## src/sv/utf8_stream_decoder_top_assert.svh

```systemverilog
// Assertion macros shared by the UTF-8 stream decoder modules.
// Expects signals named clock and reset in the including module.
`ifndef UTF8_STREAM_DECODER_TOP_ASSERT_SVH
`define UTF8_STREAM_DECODER_TOP_ASSERT_SVH

// Check post in the same cycle as pre.
`define USD_ASSERT_NOW(name, pre, post, msg) \
   name: assert property (@(posedge clock) disable iff (reset) (pre) |-> (post)) \
      else $error(msg);

// Check post in the cycle after pre.
`define USD_ASSERT_NEXT(name, pre, post, msg) \
   name: assert property (@(posedge clock) disable iff (reset) (pre) |=> (post)) \
      else $error(msg);

`endif

```

## src/sv/usd_pkg.sv

```systemverilog
// Shared types and constants for the UTF-8 stream decoder.
// No dependencies; imported by every other file of the block but the assertion header.
`default_nettype none

package usd_pkg;

   localparam int BYTE_W      = 8;
   localparam int CODE_W      = 31;
   localparam int STATUS_W    = 2;
   localparam int PEND_W      = 3;
   localparam int QUEUE_DEPTH = 4;
   localparam int QUEUE_AW    = $clog2(QUEUE_DEPTH);
   localparam int CNT_W       = QUEUE_AW + 1;

   // Byte class as seen without decoder state
   typedef enum logic [1:0] {
      KIND_ASCII   = 2'd0,
      KIND_LEAD    = 2'd1,
      KIND_CONT    = 2'd2,
      KIND_INVALID = 2'd3
   } kind_type;

   typedef enum logic [STATUS_W-1:0] {
      ST_CHAR     = 2'd0,
      ST_BAD_LEAD = 2'd1,
      ST_BAD_CONT = 2'd2,
      ST_TRUNC    = 2'd3
   } status_type;

   typedef struct packed {
      kind_type            kind;
      logic [PEND_W-1:0]   lead_count;  // continuation bytes a lead asks for
      logic [CODE_W-1:0]   lead_bits;   // lead payload already placed
      logic [6:0]          data;        // low seven bits of the byte
      logic                last;
   } entry_type;

   typedef struct packed {
      logic      valid;
      entry_type entry;
   } push_type;

   typedef struct packed {
      logic      valid;
      entry_type entry;
   } head_type;

endpackage

`default_nettype wire

```

## src/sv/usd_ifs.sv

```systemverilog
// Valid/ready channel interfaces for the UTF-8 stream decoder.
// Depends on usd_pkg for payload widths.
`default_nettype none

interface usd_req_if;
   import usd_pkg::*;

   logic              valid;
   logic              ready;
   logic [BYTE_W-1:0] byte_value;
   logic              end_of_text;

   modport source (output valid, output byte_value, output end_of_text, input ready);
   modport sink   (input valid, input byte_value, input end_of_text, output ready);
endinterface

interface usd_rsp_if;
   import usd_pkg::*;

   logic                valid;
   logic                ready;
   logic [CODE_W-1:0]   code_point;
   logic [STATUS_W-1:0] status;

   modport source (output valid, output code_point, output status, input ready);
   modport sink   (input valid, input code_point, input status, output ready);
endinterface

`default_nettype wire

```

## src/sv/usd_front.sv

```systemverilog
// Front end: takes input bytes and classifies them by bit pattern.
// Depends on usd_pkg and usd_req_if.
`default_nettype none

module usd_front (
   usd_req_if.sink           req,
   input  logic              q_full,
   output usd_pkg::push_type push
);
   import usd_pkg::*;

   logic [BYTE_W-1:0] b;
   entry_type         entry;

   assign b = req.byte_value;
   assign req.ready = !q_full;

   always_comb begin
      entry.kind       = KIND_INVALID;
      entry.lead_count = '0;
      entry.lead_bits  = '0;
      entry.data       = b[6:0];
      entry.last       = req.end_of_text;
      // Lead payload lands at the top of a code point of its length
      priority if (!b[7]) begin
         entry.kind = KIND_ASCII;
      end else if (b[7:5] == 3'b110) begin
         entry.kind       = KIND_LEAD;
         entry.lead_count = 3'd1;
         entry.lead_bits  = CODE_W'(b[4:0]) << 6;
      end else if (b[7:4] == 4'b1110) begin
         entry.kind       = KIND_LEAD;
         entry.lead_count = 3'd2;
         entry.lead_bits  = CODE_W'(b[3:0]) << 12;
      end else if (b[7:3] == 5'b11110) begin
         entry.kind       = KIND_LEAD;
         entry.lead_count = 3'd3;
         entry.lead_bits  = CODE_W'(b[2:0]) << 18;
      end else if (b[7:2] == 6'b111110) begin
         entry.kind       = KIND_LEAD;
         entry.lead_count = 3'd4;
         entry.lead_bits  = CODE_W'(b[1:0]) << 24;
      end else if (b[7:1] == 7'b1111110) begin
         entry.kind       = KIND_LEAD;
         entry.lead_count = 3'd5;
         entry.lead_bits  = CODE_W'(b[0]) << 30;
      end else if (b[7:6] == 2'b10) begin
         entry.kind = KIND_CONT;
      end else begin
         entry.kind = KIND_INVALID;
      end
   end

   assign push.valid = req.valid && req.ready;
   assign push.entry = entry;

endmodule

`default_nettype wire

```

## src/sv/usd_queue.sv

```systemverilog
// Short FIFO of classified bytes between the front end and the decoder.
// Depends on usd_pkg.
`default_nettype none

module usd_queue (
   input  logic              clock,
   input  logic              reset,
   input  usd_pkg::push_type push,
   input  logic              pop,
   output logic              q_full,
   output usd_pkg::head_type head
);
   import usd_pkg::*;

   `include "utf8_stream_decoder_top_assert.svh"

   entry_type             entries_ff [QUEUE_DEPTH];
   logic [QUEUE_AW-1:0]   wr_ptr_ff, wr_ptr_in;
   logic [QUEUE_AW-1:0]   rd_ptr_ff, rd_ptr_in;
   logic [CNT_W-1:0]      count_ff, count_in;

   assign q_full     = (count_ff == CNT_W'(QUEUE_DEPTH));
   assign head.valid = (count_ff != '0);
   assign head.entry = entries_ff[rd_ptr_ff];

   always_comb begin
      wr_ptr_in = push.valid ? wr_ptr_ff + QUEUE_AW'(1) : wr_ptr_ff;
      rd_ptr_in = pop ? rd_ptr_ff + QUEUE_AW'(1) : rd_ptr_ff;
      count_in  = count_ff + CNT_W'(push.valid) - CNT_W'(pop);
   end

   always_ff @(posedge clock) begin
      if (reset) begin
         wr_ptr_ff <= '0;
         rd_ptr_ff <= '0;
         count_ff  <= '0;
      end else begin
         wr_ptr_ff <= wr_ptr_in;
         rd_ptr_ff <= rd_ptr_in;
         count_ff  <= count_in;
      end
   end

   always_ff @(posedge clock) begin
      if (push.valid) begin
         entries_ff[wr_ptr_ff] <= push.entry;
      end
   end

   `USD_ASSERT_NOW(a_count_range, 1'b1, count_ff <= CNT_W'(QUEUE_DEPTH), "queue count overflow")
   `USD_ASSERT_NOW(a_pop_has_data, pop, count_ff != '0, "pop from empty queue")
   `USD_ASSERT_NEXT(a_count_up, push.valid && !pop, count_ff == $past(count_ff) + CNT_W'(1),
                    "queue count did not advance on push")

endmodule

`default_nettype wire

```

## src/sv/usd_back.sv

```systemverilog
// Back end: holds the pending count and accumulator, builds code points and
// status results, and drives the registered result channel. Depends on usd_pkg.
`default_nettype none

module usd_back (
   input  logic              clock,
   input  logic              reset,
   input  usd_pkg::head_type head,
   output logic              pop,
   usd_rsp_if.source         rsp
);
   import usd_pkg::*;

   `include "utf8_stream_decoder_top_assert.svh"

   logic [PEND_W-1:0] pending_ff, pending_in;
   logic [CODE_W-1:0] acc_ff, acc_in;
   logic              rsp_valid_ff, rsp_valid_in;
   logic [CODE_W-1:0] code_ff, code_in;
   status_type        status_ff, status_in;

   logic              emit;
   logic [PEND_W-1:0] pend_dec;
   logic [CODE_W-1:0] cont_place;
   logic [CODE_W-1:0] acc_merge;

   // Take the next transaction whenever the result register is free or draining
   assign pop = head.valid && (!rsp_valid_ff || rsp.ready);

   assign pend_dec  = pending_ff - PEND_W'(1);
   assign acc_merge = acc_ff | cont_place;

   always_comb begin
      unique case (pend_dec)
         3'd0:    cont_place = CODE_W'(head.entry.data[5:0]);
         3'd1:    cont_place = CODE_W'(head.entry.data[5:0]) << 6;
         3'd2:    cont_place = CODE_W'(head.entry.data[5:0]) << 12;
         3'd3:    cont_place = CODE_W'(head.entry.data[5:0]) << 18;
         default: cont_place = CODE_W'(head.entry.data[5:0]) << 24;
      endcase
   end

   always_comb begin
      pending_in = pending_ff;
      acc_in     = acc_ff;
      emit       = 1'b0;
      code_in    = '0;
      status_in  = ST_CHAR;
      if (pop) begin
         if (pending_ff == '0) begin
            unique case (head.entry.kind)
               KIND_ASCII: begin
                  emit    = 1'b1;
                  code_in = CODE_W'(head.entry.data);
               end
               KIND_LEAD: begin
                  if (head.entry.last) begin
                     emit      = 1'b1;
                     status_in = ST_TRUNC;
                  end else begin
                     pending_in = head.entry.lead_count;
                     acc_in     = head.entry.lead_bits;
                  end
               end
               default: begin
                  emit      = 1'b1;
                  status_in = ST_BAD_LEAD;
               end
            endcase
         end else if (head.entry.kind != KIND_CONT) begin
            // Drop the partial sequence and consume the byte
            emit       = 1'b1;
            status_in  = ST_BAD_CONT;
            pending_in = '0;
            acc_in     = '0;
         end else if (pend_dec == '0) begin
            emit       = 1'b1;
            code_in    = acc_merge;
            pending_in = '0;
            acc_in     = '0;
         end else if (head.entry.last) begin
            emit       = 1'b1;
            status_in  = ST_TRUNC;
            pending_in = '0;
            acc_in     = '0;
         end else begin
            pending_in = pend_dec;
            acc_in     = acc_merge;
         end
      end
   end

   always_comb begin
      if (emit) begin
         rsp_valid_in = 1'b1;
      end else if (rsp.ready) begin
         rsp_valid_in = 1'b0;
      end else begin
         rsp_valid_in = rsp_valid_ff;
      end
   end

   always_ff @(posedge clock) begin
      if (reset) begin
         pending_ff   <= '0;
         acc_ff       <= '0;
         rsp_valid_ff <= 1'b0;
      end else begin
         pending_ff   <= pending_in;
         acc_ff       <= acc_in;
         rsp_valid_ff <= rsp_valid_in;
      end
   end

   always_ff @(posedge clock) begin
      if (emit) begin
         code_ff   <= code_in;
         status_ff <= status_in;
      end
   end

   assign rsp.valid      = rsp_valid_ff;
   assign rsp.code_point = code_ff;
   assign rsp.status     = STATUS_W'(status_ff);

   `USD_ASSERT_NOW(a_pend_range, 1'b1, pending_ff <= PEND_W'(5), "pending count out of range")
   `USD_ASSERT_NEXT(a_eot_clear, pop && head.entry.last, pending_ff == '0,
                    "state not cleared after end of text")
   `USD_ASSERT_NOW(a_err_zero, rsp_valid_ff && status_ff != ST_CHAR, code_ff == '0,
                   "error result carries nonzero code point")
   `USD_ASSERT_NEXT(a_ascii_emit,
                    pop && pending_ff == '0 && head.entry.kind == KIND_ASCII,
                    rsp_valid_ff && status_ff == ST_CHAR, "single-byte character not emitted")

endmodule

`default_nettype wire

```

## src/sv/utf8_stream_decoder_top.sv

```systemverilog
// UTF-8 stream decoder, original 1-to-6-byte form. Takes one byte per
// transaction on req and gives at most one result per byte on rsp: a code
// point with status 0 when a sequence completes, or a zero code point with
// status 1 (invalid lead byte), 2 (bad continuation, partial sequence dropped)
// or 3 (sequence cut short by end_of_text). Sustained rate is one byte per
// clock while rsp is not held off; the decoder state update is registered.
// A byte is written into the four-entry classified-byte queue when accepted,
// is decoded from the head of that queue, and its result, if any, is registered
// in the result register and held there until taken. req.ready drops only
// when that queue is full, which happens when rsp is held off.
`default_nettype none

module utf8_stream_decoder_top (
   input  logic      clock,
   input  logic      reset,
   usd_req_if.sink   req,
   usd_rsp_if.source rsp
);
   import usd_pkg::*;

   push_type push;
   head_type head;
   logic     q_full;
   logic     pop;

   usd_front u_front (
      .req    (req),
      .q_full (q_full),
      .push   (push)
   );

   usd_queue u_queue (
      .clock  (clock),
      .reset  (reset),
      .push   (push),
      .pop    (pop),
      .q_full (q_full),
      .head   (head)
   );

   usd_back u_back (
      .clock (clock),
      .reset (reset),
      .head  (head),
      .pop   (pop),
      .rsp   (rsp)
   );

endmodule

`default_nettype wire
```

## src/flat_wrapper.sv

```systemverilog
// flat-port wrapper written by rule: the top's interface ports become plain ports
module utf8_stream_decoder_top_flat import usd_pkg::*;
  (clock, reset, req_valid, req_byte_value, req_end_of_text, req_ready, rsp_valid, rsp_code_point, rsp_status, rsp_ready);
  usd_req_if req_i ();
  usd_rsp_if rsp_i ();
  input  logic clock;
  input  logic reset;
  input wire logic [$bits(req_i.valid)-1:0] req_valid;
  input wire logic [$bits(req_i.byte_value)-1:0] req_byte_value;
  input wire logic [$bits(req_i.end_of_text)-1:0] req_end_of_text;
  output wire logic [$bits(req_i.ready)-1:0] req_ready;
  output wire logic [$bits(rsp_i.valid)-1:0] rsp_valid;
  output wire logic [$bits(rsp_i.code_point)-1:0] rsp_code_point;
  output wire logic [$bits(rsp_i.status)-1:0] rsp_status;
  input wire logic [$bits(rsp_i.ready)-1:0] rsp_ready;
  assign req_i.valid = req_valid;
  assign req_i.byte_value = req_byte_value;
  assign req_i.end_of_text = req_end_of_text;
  assign req_ready = req_i.ready;
  assign rsp_valid = rsp_i.valid;
  assign rsp_code_point = rsp_i.code_point;
  assign rsp_status = rsp_i.status;
  assign rsp_i.ready = rsp_ready;
  utf8_stream_decoder_top u_core (.clock(clock), .reset(reset), .req(req_i), .rsp(rsp_i));
endmodule
```

## config.mk

```make
export PLATFORM = sky130hd
export DESIGN_NAME = utf8_stream_decoder_top_flat
export DESIGN_NICKNAME = d
export VERILOG_FILES = /design/src/sv/usd_pkg.sv /design/src/sv/usd_ifs.sv /design/src/sv/usd_front.sv /design/src/sv/usd_queue.sv /design/src/sv/usd_back.sv /design/src/sv/utf8_stream_decoder_top.sv /design/src/flat_wrapper.sv
export VERILOG_INCLUDE_DIRS = /design/src /design/src/sv
export SDC_FILE = /design/constraint.sdc
export NUM_CORES = 1
export LEC_CHECK = 0
export BUFFER_PORTS_ARGS = -buffer_cell sky130_fd_sc_hd__buf_2
export CORE_UTILIZATION = 65
export CTS_CLUSTER_SIZE = 40
export DETAILED_ROUTE_END_ITERATION = 8
export HOLD_SLACK_MARGIN = 0.03
export PLACE_DENSITY = 0.85
export SETUP_SLACK_MARGIN = 0.3
export SLEW_MARGIN = 20
export SYNTH_ARGS = -nofsm -noshare
export SYNTH_HDL_FRONTEND = slang
export SYNTH_SLANG_ARGS = --single-unit
export TNS_END_PERCENT = 100
```

## constraint.sdc

```tcl
create_clock -name clock -period 5.09 [get_ports clock]
set_clock_uncertainty 0.15 [all_clocks]
set_input_delay 0.2545 -clock clock [delete_from_list [all_inputs] [get_ports clock]]
set_output_delay 0.2545 -clock clock [all_outputs]
set_load 0.02 [all_outputs]
```

==> results of run 1 <==
[registers in the layout, indices dropped and copies added, names as in the netlist, named ones only]
name                          flops
u_core.u_queue.entries_ff       112
u_core.u_queue.count_ff           3
u_core.u_back.rsp.status          2
u_core.u_back.rsp.code_point     31
u_core.u_queue.rd_ptr_ff          2
u_core.u_queue.wr_ptr_ff          2
u_core.u_back.acc_ff             31
u_core.u_back.rsp.valid           1
u_core.u_back.pending_ff          3
[cells in the mapped netlist, types with 12 or more instances]
master,instances,area (µm²)
edfxtp_1,145,4354
a21oi_1,53,265.3
dfxtp_1,44,880.8
nand2_1,42,157.7
nor2_1,41,153.9
mux4_2,28,630.6
clkbuf_1,20,75.07
and2_1,16,100.1
nand3_1,16,80.08
nor3_1,13,65.06
inv_1,12,45.04
[kinds of logic (layout without fill, tap and decap cells)]
kind of cell	after synthesis	after routing	synth area share, %
adder cells (fa/ha/maj)	12	12	2.042
XOR/XNOR	7	7	0.7942
buffers and inverters	43	109	2.480
flip-flops	189	189	67.81
AO/OA/AOI/OAI	101	101	8.428
AND/OR/NAND/NOR	163	163	10.28
multiplexers	28	28	8.168
[path summary, 6_finish.rpt]
check,to,slack [ns]
setup / recovery,u_core.u_back.acc_ff[15],1.85
hold / removal,u_core.u_queue.entries_ff[3][3],0.06
setup reg to reg,u_core.u_back.acc_ff[15],1.85
hold reg to reg,u_core.u_back.acc_ff[3],0.33
[power by group through the flow]
stage	Sequential (mW)	Clock, mW	Combinational (mW)
floorplan	2.38	0	1.38
global placement	2.25	0	1.92
detailed placement	2.27	0	2.00
CTS	2.24	1.42	2.02
global route	2.27	1.48	2.22
finish	2.24	1.40	2.06
[per-stage QoR]
stage	area (µm²)	cells	setup slack [ns]	utilization (%)
floorplan	7720	543	2.246	-
global placement	8063	712	1.930	70.01
detailed placement	8063	712	1.677	70.01
CTS	8773	752	1.656	76.18
global route	8773	752	1.646	76.18
finish	8773	752	1.851	76.18
[layout make-up]
class                   count  area, µm²  share of cell area, %
well taps                 143      178.9                  2.039
repair buffers             64      382.9                  4.364
clock inverters            11      190.2                  2.168
clock buffers              21      440.4                  5.020
multi-input cells         311       2296                  26.17
flip-flops and latches    189       5236                  59.68
inverters                  13      48.80                 0.5562
[metal layers]
metal / wire length, µm / GRT usage, % / vias up
met5: 0 / 0 / -
li1: - / - / 2157
met3: 948 / 5.850 / 39
met2: 7844 / 44.61 / 225
met4: 339 / 12.24 / 0
met1: 6085 / 33.66 / 2327
[critical path, delay by kind of cell (launching register included)]
family | cells | cell delay [ns]
AOI/OAI and AO/OA | 2 | 0.39
DFF | 1 | 0.67
and+or+nand+nor | 2 | 1.13
muxes | 1 | 0.70
==> results.ini, run 1 <==
[cts]
clk_latency_ns = 0.43
clkSlewWorstSetupHoldPaths_ns = 0.06
numCtsBuffers = 17
root_buffer = clkbuf_16
cts.sink_count = 189
cts_hold_buf = 8
cts_tree = done
clockBufferDepth = 2
cts_resized = 0
cts_max_level = 4
cts_setup_buffers = 0

[layout]
final_cell_mix = 145 x edfxtp_1, 53 x a21oi_1, 47 x buf_2
final_layout_size_suffix_gt1_share_pct = 20.20
final_common_cell = edfxtp_1
syn_to_final_growth_pct = 13.65
diodes = 0
fillers = 671
nets = 621

[power_and_ir_drop]
ir_drop_uv = 369.9
p_comb_share_pct = 36.1
swShare_pct = 36.16
p_int_mw = 3.637
p_total_mw = 5.697
p_switching_mw = 2.060
cellLeakagePower_nw = 3.022
powerDensity_nw_per_um2 = 649.4
seq_power_share_pct = 39.3
power_frac_clock_pct = 24.6

[run_status]
violations = DRC
status = finished with violations

[worst_setup_path]
critPathLaunchType = flop
worst-path-max-fanout = 29
crit_path_top_delay_cell = and3_1
worstPathArrival_ns = 3.33
cp-end-kind = flop
cpPeakStageDelay_ns = 0.93
critPathKind = reg -> reg
rr_worst_depth = 5
crit_required_ns = 5.18
path_cells = mux4_2, nand2b_1, a22oi_1, and3_1, a211oi_1

[job]
maxCapViolCount = 0

[route]
first_iter_violations = 510
finalWirelength_um = 15220
drtAntennaViolNets = 0
drtPass1Iterations = 8
via_per_inst = 6.314
drc = 18
wl_per_cell_um = 20.24
via_count = 4748

[floorplanning]
rows = 39
start_util_pct = 67.04
dieArea_um2 = 12320
dieWidth_um = 111.0
core_area_um2 = 11520
die_y_um = 111.0
io_pins = 48

[yosys]
syn-mean-instance-area_um2 = 14.22
synth_nets = 568
netlist_instances = 543
syn-cell-area_um2 = 7720
yosys_warnings = 0
synth_seq_cells = 189
synth_ff_type = edfxtp_1
synth_edf_count = 145
ys_seq_area_share_pct = 67.81
netlist-cell-type-count = 40
synthArstFlopShare_pct = 0

[timing]
setup_viol = 0
slew_headroom_pct = 25.36
fin_crit_ns = 3.239
fmax_ghz = 0.3087
fin_crit_sh_pct = 63.64
finalHoldViolations = 0
finalSetupTns_ns = 0
max_slew.worst_pin.slew_ns = 1.120
whs_ns = 0.05861
drv_slew = 0
rsz0062_at_grt = no

[hold_path]
hold_class = in -> reg
min_delay_path_depth = 1
hold_start = req_byte_value[2]

[placement]
hpwl_um = 9455
portBuffers = 47
globalplace.congestion = 0.8896

[global_route]
grt_max_degree = 44
grt_usage_pct = 26.72
grt_antenna_before_repair = 0
grt_pass1_vias = 4788
grt-ovfl-total = 0
grt_pass1_wl_um = 24510

Note: power is estimated with default switching activity, not from simulation.
==> run 2: changes to the inputs <==
--- a/config.mk
+++ b/config.mk
@@ -6,12 +6,13 @@
 export SDC_FILE = /design/constraint.sdc
 export NUM_CORES = 1
 export LEC_CHECK = 0
+export ABC_AREA = 1
 export BUFFER_PORTS_ARGS = -buffer_cell sky130_fd_sc_hd__buf_2
-export CORE_UTILIZATION = 65
+export CORE_UTILIZATION = 60
 export CTS_CLUSTER_SIZE = 40
 export DETAILED_ROUTE_END_ITERATION = 8
 export HOLD_SLACK_MARGIN = 0.03
-export PLACE_DENSITY = 0.85
+export PLACE_DENSITY = 0.79
 export SETUP_SLACK_MARGIN = 0.3
 export SLEW_MARGIN = 20
 export SYNTH_ARGS = -nofsm -noshare
==> constraint.sdc (replaced) <==
create_clock -name clock -period 3 [get_ports clock]
set_clock_uncertainty 0.15 [all_clocks]
set_input_delay 0.15 -clock clock [delete_from_list [all_inputs] [get_ports clock]]
set_output_delay 0.15 -clock clock [all_outputs]
set_load 0.02 [all_outputs]
==> results.ini, run 2 <==
[run_status]
status = complete, no violations

[yosys]
synth_edf_count = 145
syn-cell-area_um2 = 8103
netlist_instances = 807
synth_nets = 832
synth_most_common_cell = nand2_1
synth.largest_area_cell = edfxtp_1
synthTopCellsByCount = 150 x nand2_1, 145 x edfxtp_1, 139 x nor2_1
synth_ff_type = edfxtp_1
netlist-cell-type-count = 30
synthTopCellsByArea = edfxtp_1 54%, dfxtp_1 11%, nand2_1 6.9%
ys_seq_area_share_pct = 64.61
yosys_warnings = 0
synthArstFlopShare_pct = 0
synth_seq_cells = 189
syn-mean-instance-area_um2 = 10.04
yosys.area.top_type_share_pct = 53.74

[floorplanning]
die_y_um = 118.2
start_util_pct = 61.43
rows = 42
dieArea_um2 = 13970
io_pins = 48
core_area_um2 = 13190
dieWidth_um = 118.2

[route]
first_iter_violations = 692
wl_per_cell_um = 16.78
finalWirelength_um = 17700
via_count = 5929
drtAntennaViolNets = 0
drtPass1Iterations = 5
drc = 0
via_per_inst = 5.620

[layout]
final_common_cell = nand2_1
diodes = 0
fillers = 960
finalNonFillerCells = 1055
nets = 891
final_cell_mix = 150 x nand2_1, 145 x edfxtp_1, 134 x nor2_1
largest_reg_flops = 112
regMostFlops = u_core.u_queue.entries_ff
final_layout_size_suffix_gt1_share_pct = 14.79
syn_to_final_growth_pct = 13.73

[timing]
fmax_ghz = 0.4015
rsz0062_at_grt = yes
max_slew.worst_pin.slew_ns = 0.5339
setup_viol = 0
worst_slack_ns = 0.5092
fin_crit_ns = 2.491
finalHoldViolations = 0
whs_ns = 0.1020
drv_slew = 0
slew_headroom_pct = 64.40
finalSetupTns_ns = 0
fin_crit_sh_pct = 83.03

[cts]
cts_tree = done
clockBufferDepth = 2
cts.sink_count = 189
cts_max_level = 4
clkSlewWorstSetupHoldPaths_ns = 0.07
numCtsBuffers = 17
clk_latency_ns = 0.43
cts_setup_buffers = 0
root_buffer = clkbuf_16

[global_route]
grt_pass1_vias = 5658
grt_antenna_before_repair = 0
grt_pass1_wl_um = 28230
grt_max_degree = 51
grt_usage_pct = 26.61
grt-ovfl-total = 0

[power_and_ir_drop]
ir_drop_uv = 502.8
powerDensity_nw_per_um2 = 1038
cellLeakagePower_nw = 3.709
p_total_mw = 9.569

[hold_path]
hold_class = in -> reg
min_delay_path_depth = 3
hold_start = req_valid
min_to = u_core.u_queue.wr_ptr_ff[0]

[worst_setup_path]
worst-path-max-fanout = 17
r2r-start = u_core.u_back.pending_ff[0]
cp-end-kind = flop
rr_endpoint = u_core.u_back.rsp.code_point[15]
worstPathArrival_ns = 2.40
rrSetupSlack_ns = 0.51
critPathKind = reg -> reg
critPathLaunchType = flop
crit_required_ns = 2.91
rr_worst_depth = 10

[placement]
pre_cts_slack_ns = 0.4449
hpwl_um = 11060
dp.cells = 1011
globalplace.congestion = 0.8282
portBuffers = 47

[job]
maxCapViolCount = 0

[run 2: how the worst max path moves through the flow]
stage                                 from                               end  cells after the start
6_report       u_core.u_back.pending_ff[0]  u_core.u_back.rsp.code_point[15]                     10
5_1_grt        u_core.u_back.pending_ff[0]   u_core.u_back.rsp.code_point[1]                     10
4_1_cts        u_core.u_back.pending_ff[0]  u_core.u_back.rsp.code_point[14]                     10
3_5_place_dp   u_core.u_back.pending_ff[0]  u_core.u_back.rsp.code_point[13]                     10
3_3_place_gp   u_core.u_back.pending_ff[0]  u_core.u_back.rsp.code_point[14]                     10
2_1_floorplan   u_core.u_queue.count_ff[1]   u_core.u_queue.entries_ff[0][0]                      4
[run 2: timing repair]
action	4_1_cts	5_1_grt
gates resized for setup	0	1
hold buffers	11	0
setup endpoints to repair	0	33
hold endpoints to repair	47	0
[run 2: area by class of cell]
class	count	area, µm²	area share, %
timing repair buffer	73	457.9	4.969
multi-input combinational	506	2401	26.06
tap	176	220.2	2.390
clock buffer	18	429.2	4.657
clock inverter	14	167.7	1.819
inverter	78	296.5	3.218
timing repair inverter	1	7.507	0.08147
sequential	189	5235	56.81
[run 2: worst max-delay path: stages (launching register included)]
cell        delay, ns
dfxtp_1          0.37
inv_1            0.12
ha_1             0.22
inv_1            0.07
nor2_1           0.07
inv_1            0.11
nand2_2          0.08
nor2_4           0.13
nand2_2          0.07
nand3_1          0.26
clkinvlp_4       0.45
[run 2: cells by family (layout without fill, tap and decap cells)]
family	Yosys count	after routing	synth area share, %
compound gates	73	73	4.957
fa+ha+maj	12	12	1.946
buf+inv	112	184	5.914
xor+xnor	2	2	0.2162
simple gates	419	419	22.36
flops	189	189	64.61
[run 2: through the flow]
stage | area, µm² | utilization [%]
after detailed placement | 8501 | 64.45
final | 9215 | 69.86
after floorplan | 8107 | -
after CTS | 9208 | 69.81
after global placement | 8501 | 64.45
after global routing | 9215 | 69.86
[run 2: routing by layer]
metal	share of wire [%]	vias up	wire (µm)	GRT usage, %
met1	42	2799	7375	33.90
li1	-	2796	-	-
met2	49	295	8616	43.71
met3	6.4	39	1129	4.392
met4	3.3	0	578	14.50
met5	0	-	0	0
[run 2: where the power goes]
| group | switching, mW | internal (mW) |
|---|---|---|
| Clock | 0.966 | 1.31 |
| Combinational | 2.67 | 0.993 |
| Sequential | 0.179 | 3.44 |
